==> config.mk <==
export PLATFORM = sky130hd
export DESIGN_NAME = ctlcr_ring
export DESIGN_NICKNAME = d
export VERILOG_FILES = /design/src/hw/rtl/ctlcr_pkg.sv /design/src/hw/rtl/ctlcr_cell.sv /design/src/hw/rtl/ctlcr_ring.sv
export SDC_FILE = /design/constraint.sdc
export NUM_CORES = 2
export LEC_CHECK = 0
export BUFFER_PORTS_ARGS = -buffer_cell sky130_fd_sc_hd__buf_2
export CORE_MARGIN = 4
export CORE_UTILIZATION = 60
export CTS_CLUSTER_DIAMETER = 50
export CTS_CLUSTER_SIZE = 24
export DETAILED_ROUTE_END_ITERATION = 10
export PLACE_DENSITY_LB_ADDON = 0.25
export SLEW_MARGIN = 20
export SYNTH_ARGS = -nofsm -noshare
export SYNTH_HDL_FRONTEND = slang
export SYNTH_SLANG_ARGS = --single-unit
==> constraint.sdc <==
create_clock -name clk -period 1.9 [get_ports clk]
set_input_delay 0.19 -clock clk [delete_from_list [all_inputs] [get_ports clk]]
set_output_delay 0.19 -clock clk [all_outputs]
set_load 0.05 [all_outputs]
==> src/hw/rtl/ctlcr_pkg.sv <==
package ctlcr_pkg;

  localparam int LINE_TAG_BITS = 27;
  localparam int DM_TAG_BITS   = 20;
  localparam int SA_TAG_BITS   = 23;
  localparam int DM_INDEX_BITS = 7;
  localparam int SA_SET_BITS   = 4;
  localparam int OFFSET_BITS   = 5;
  localparam int SLOT_OUT_BITS = 7;

  localparam int DEF_NUM_SLOTS  = 128;
  localparam int DEF_NUM_SETS   = 16;
  localparam int DEF_COUNT_BITS = 16;

  localparam logic [1:0] MODE_FULL   = 2'd0;
  localparam logic [1:0] MODE_DIRECT = 2'd1;

  localparam logic [LINE_TAG_BITS-1:0] MASK_FULL = '1;
  localparam logic [LINE_TAG_BITS-1:0] MASK_DIRECT =
    {{DM_TAG_BITS{1'b1}}, {(LINE_TAG_BITS-DM_TAG_BITS){1'b0}}};
  localparam logic [LINE_TAG_BITS-1:0] MASK_SET =
    {{SA_TAG_BITS{1'b1}}, {(LINE_TAG_BITS-SA_TAG_BITS){1'b0}}};

endpackage

==> src/hw/rtl/ctlcr_cell.sv <==
module ctlcr_cell
  import ctlcr_pkg::*;
#(
  parameter int COUNT_BITS = DEF_COUNT_BITS
) (
  input  logic                     clk,
  input  logic                     rst_n,
  input  logic                     shift_en,
  input  logic                     d_valid,
  input  logic [LINE_TAG_BITS-1:0] d_tag,
  input  logic [COUNT_BITS-1:0]    d_count,
  output logic                     q_valid,
  output logic [LINE_TAG_BITS-1:0] q_tag,
  output logic [COUNT_BITS-1:0]    q_count
);

  logic                     valid_r;
  logic [LINE_TAG_BITS-1:0] tag_r;
  logic [COUNT_BITS-1:0]    count_r;

  always_ff @(posedge clk) begin
    if (!rst_n) begin
      valid_r <= 1'b0;
      count_r <= '0;
    end else if (shift_en) begin
      valid_r <= d_valid;
      count_r <= d_count;
    end
  end

  always_ff @(posedge clk) begin
    if (shift_en) begin
      tag_r <= d_tag;
    end
  end

  assign q_valid = valid_r;
  assign q_tag   = tag_r;
  assign q_count = count_r;

endmodule

==> src/hw/rtl/ctlcr_ring.sv <==
module ctlcr_ring
  import ctlcr_pkg::*;
#(
  parameter int NUM_SLOTS  = DEF_NUM_SLOTS,
  parameter int COUNT_BITS = DEF_COUNT_BITS
) (
  input  logic                     clk,
  input  logic                     rst_n,
  input  logic                     shift_en,
  input  logic                     fb_valid,
  input  logic [LINE_TAG_BITS-1:0] fb_tag,
  input  logic [COUNT_BITS-1:0]    fb_count,
  output logic                     head_valid,
  output logic [LINE_TAG_BITS-1:0] head_tag,
  output logic [COUNT_BITS-1:0]    head_count
);

  logic                     v_w [NUM_SLOTS];
  logic [LINE_TAG_BITS-1:0] t_w [NUM_SLOTS];
  logic [COUNT_BITS-1:0]    c_w [NUM_SLOTS];

  // cell i takes from cell i+1, the last cell takes the head's feedback
  for (genvar i = 0; i < NUM_SLOTS; i++) begin : g_cell
    if (i == NUM_SLOTS - 1) begin : g_last
      ctlcr_cell #(.COUNT_BITS(COUNT_BITS)) u_cell (
        .clk(clk), .rst_n(rst_n), .shift_en(shift_en),
        .d_valid(fb_valid), .d_tag(fb_tag), .d_count(fb_count),
        .q_valid(v_w[i]), .q_tag(t_w[i]), .q_count(c_w[i])
      );
    end else begin : g_mid
      ctlcr_cell #(.COUNT_BITS(COUNT_BITS)) u_cell (
        .clk(clk), .rst_n(rst_n), .shift_en(shift_en),
        .d_valid(v_w[i+1]), .d_tag(t_w[i+1]), .d_count(c_w[i+1]),
        .q_valid(v_w[i]), .q_tag(t_w[i]), .q_count(c_w[i])
      );
    end
  end

  assign head_valid = v_w[0];
  assign head_tag   = t_w[0];
  assign head_count = c_w[0];

endmodule

* Word-level counts from Yosys, hierarchy flattened *
Cells that the tools add are included.

storage, ports and cells
  word-level logic and storage cells = 384
  flip-flop bits (word level) = 5632

* Depth between registers and ports, before layout *
  depth in word-level cells = 0
  mapped depth = 6
  gate-level depth less buffers = 2

* Cells and area by module *
From an unflattened synthesis, not the netlist that was laid out.

unflattened totals
  cell total of the unflattened synthesis = 10368
  area, all modules = 187219.6 µm²

by module, submodules not included
  module      cells each  times used  area each (µm²)  sequential area each (µm²)
  ctlcr_cell  81          128         1462.7           1151.1

* Least setup slack after synthesis *
Ideal clock, no wire load.

  path type = input port to flip-flop
  start point = input port shift_en
  end point = register g_cell[111].g_mid.u_cell.count_r[0]
  path slack = 0.747 ns
  arrival time = 1.037 ns
  stages = 6
  buffers on the path = 4
  cell sequence = buf_4 > buf_8 > buf_12 > buf_6 > mux2i_1 > nor2b_1

RTL lines
  what                  RTL line          RTL
  start, declared       ctlcr_ring.sv:9   input logic shift_en,
  end signal, assigned  ctlcr_cell.sv:27  count_r <= d_count;
  end, declared         ctlcr_cell.sv:19  logic [COUNT_BITS-1:0] count_r;

==> impl_results.rst <==
.. list-table::
   :header-rows: 1

   * - Metric
     - Value
   * - Run status
     - finished, final reports clean
   * - Number of slew-limit violations in the final report
     - 0
   * - Sequential cell area
     - between 100000 and 150000 um2
   * - Worst path arrival time
     - ~2700 ps
   * - Library cells used by synthesis
     - 10
   * - Initial standard-cell utilization of the core
     - between 60% and 70%
   * - Compound-cell area share of the yosys netlist
     - 0%
   * - Commonest cells post-synth
     - edfxtp_1, dfxtp_1, mux2i_1, nor2b_1, clkbuf_1
   * - Area enclosed by the die boundary
     - about 320000 um2
   * - Share of synthesized cell area in full adder, half adder and majority cells
     - 0%
   * - Total overflow reported by the global router
     - 0
   * - Final Skew
     - a little under 40 ps
   * - Layout filler cell count
     - around 20000
   * - Dominant combinational cell family by area after synthesis
     - multiplexers
   * - Worst min-delay path class
     - in2reg
   * - Number of hold violations in the final report
     - 0
   * - Clk_lat worst skew
     - around 940 ps
   * - Reg-to-reg startpoint
     - g_cell[127].g_last.u_cell.q_count[6]
   * - Maximum number of pins on one net before global-route repair
     - 167
   * - Count of placed standard cells in the final layout, fillers left out
     - ~16000
   * - Ratio of routed vias to standard cells
     - between 5 and 6
   * - Crit Path Category
     - in2reg
   * - Hold Path Origin
     - shift_en
   * - Rows
     - between 200 and 250
   * - Tot Pwr
     - approximately 240 mW
   * - Max-capacitance violation count
     - 0
   * - Final Core Density
     - between 60% and 70%
   * - Syn Nets
     - 10530
   * - Share of final-layout standard cells stronger than drive strength 1
     - between 10% and 20%
   * - Final worst setup slack
     - around 8 ps
   * - Area of combinational cells with multiple inputs
     - between 30000 and 40000 um2
   * - Layout overhead on the synthesized area
     - 12.81%
   * - Antenna violations before repair
     - 1
   * - Post-DP HPWL
     - ~120000 um
   * - Synth warnings
     - 0
   * - Drt wl/cell
     - between 15 and 20 um
   * - Setup bufs post-CTS
     - 0
   * - Instance count after placement with tap cells included
     - between 10000 and 15000
   * - Proportion of synthesized chip area in sequential cells
     - about four fifths
   * - Simple-gate share of the synthesized area
     - 7.310%
   * - CTS tree
     - done
   * - Htree depth
     - 5
   * - RSZ-0062 raised after global routing
     - no
   * - Seq cells post-synth
     - roughly 5600
   * - DRT Pass-1 Iters
     - 5
   * - Detailed Route Iter0 Violations
     - 4357
   * - First-pass GRT wire length
     - approximately 400000 um
   * - Core Box Area
     - around 300000 um2
   * - Post-synth EDFFs
     - approximately 3500
   * - # DRC
     - 0
   * - Layout net count
     - roughly 11000
   * - Cell types with the largest area share after synthesis
     - edfxtp_1, dfxtp_1, mux2i_1
   * - Time the final worst path needs with I/O delays and setup
     - around 1900 ps
   * - Buffer depth of the longest clock path
     - 4
   * - Antenna Nets Post-Route
     - 0
   * - CTS Root Cell
     - clkbuf_16
   * - Number of global-route vias before repair
     - around 79000
   * - Slew of the pin with the lowest slew margin
     - between 900 and 1000 ps
   * - Largest fanout on the critical path
     - 1
   * - Required time of the worst setup path
     - 2720 ps
   * - Mapped Cells
     - between 10000 and 15000
   * - Largest voltage drop on the vdd net
     - 1.182 mV
   * - Cell type contributing the most total cell area after synthesis
     - edfxtp_1
   * - Total number of vias
     - 77810
   * - Post-synth top flop
     - edfxtp_1
   * - Maximum operating frequency
     - between 0.5 and 0.6 GHz
   * - Netlist area before placement
     - 186200 um2
   * - Instance area at placement
     - approximately 190000 um2
   * - Xor and xnor area share after synthesis
     - 0%
   * - GRT Resource Usage Total
     - around 15%
   * - Dominant cell by count in the synthesized netlist
     - edfxtp_1
   * - Total CTS buffers
     - 468
   * - Max-slew headroom at the worst pin
     - about two fifths
   * - Setup TNS
     - 0 ps
   * - Placer's final routability congestion estimate
     - 0.7023
   * - Number of sinks driven by the clock tree
     - ~5600
   * - Hold slack final
     - roughly 85 ps
   * - Critical Path Source Type
     - input port
   * - Width of the die
     - about 570 um
   * - Syn_area_per_cell
     - roughly 18 um2
   * - Post-synthesis async set-or-reset flop share
     - 0%
   * - Worst Setup Slack post-DPL
     - 114.4 ps
   * - Die H
     - 565.1 um
   * - Period utilization
     - approximately 100%
   * - Proportion of synthesized area in mux cells
     - 11.70%
   * - Static power due to leakage
     - 76.69 nW
   * - Register clock-pin slew on the reported worst setup and hold paths
     - ~80 ps
   * - Top Ports
     - 91
   * - CP Launch Point
     - fb_count[6]
   * - Capturing element type of the critical path
     - flop
   * - Power per unit of standard cell area
     - 1146 nW/um2
   * - Port buffer count
     - 90
   * - Number of failing setup endpoints in the final timing report
     - 0
   * - Overall routed net length
     - ~230000 um
   * - Final instance area
     - between 200000 and 250000 um2
   * - Fraction of post-synthesis cell area in the top cell type by area
     - a little under three fifths
[critical path: stages]
cell and delay (ps):
dlygate4sd3_1 540, buf_2 130, dlygate4sd3_1 560, mux2i_1 130, dlygate4sd3_1 570, nor2b_1 40
dlygate4sd3_1 550
[sequential cells by signal, summed over array words and instances, names as in the netlist]
| signal | count |
|---|---|
| g_cell.g_mid.u_cell.q_tag | 3429 |
| g_cell.g_mid.u_cell.q_count | 2032 |
| g_cell.g_last.u_cell.q_count | 16 |
| g_cell.g_last.u_cell.q_valid | 1 |
| g_cell.g_last.u_cell.q_tag | 27 |
| g_cell.g_mid.u_cell.q_valid | 127 |
[layout by cell type, fill, tap and decap left out, drive strengths merged]
| master | instances |
|---|---|
| buf | 416 |
| bufinv | 24 |
| clkbuf | 515 |
| clkinv | 134 |
| clkinvlp | 24 |
| dfxtp | 2176 |
| diode | 1 |
| dlygate4sd3 | 99 |
| edfxtp | 3456 |
| inv | 195 |
| mux2i | 2176 |
| nor2b | 2176 |
[cells by family after synthesis]
kind of cell	count (synthesis)
flops	5632
simple gates	2176
buf+inv	500
mux	2176
[where the power goes]
group / switching (mW) / internal, mW
Clock: 47.2 / 52.4
Sequential: 1.12 / 134
Combinational: 3.39 / 2.48
[area by class of cell]
class                      instances  share of cell area (%)
clock inverter                   377                   2.074
clock buffer                     515                   5.794
timing repair buffer             515                   2.689
tap                             4120                   2.454
sequential                      5632                   70.14
antenna                            1                0.001191
multi-input combinational       4352                   16.85
[path summary, 6_finish.rpt]
path | endpoint | slack [ps] | cells past startpoint
min | g_cell[92].g_mid.u_cell.q_tag[11] | 80 | 3
min reg2reg | g_cell[114].g_mid.u_cell.q_tag[13] | 390 | 0
max reg2reg | g_cell[127].g_last.u_cell.q_count[6] | 170 | 4
max | g_cell[127].g_last.u_cell.q_count[6] | 8 | 7
[layer usage]
layer  share of wire [%]  GRT usage, %  vias up  routed length, um
met5                   0             0        -                  0
met4                 2.4         4.279        0               5664
met3                 2.8         2.165      400               6573
met2                  47         23.43      650             110700
met1                  48         20.90    38180             111300
li1                    -             -    38590                  -
[timing repair]
item	in CTS	in global routing
hold endpoints to repair	1371	0
resized for setup	5	0
endpoints found under the setup margin	5	0
hold buffers	101	0
(Power assumes the default switching activity.)
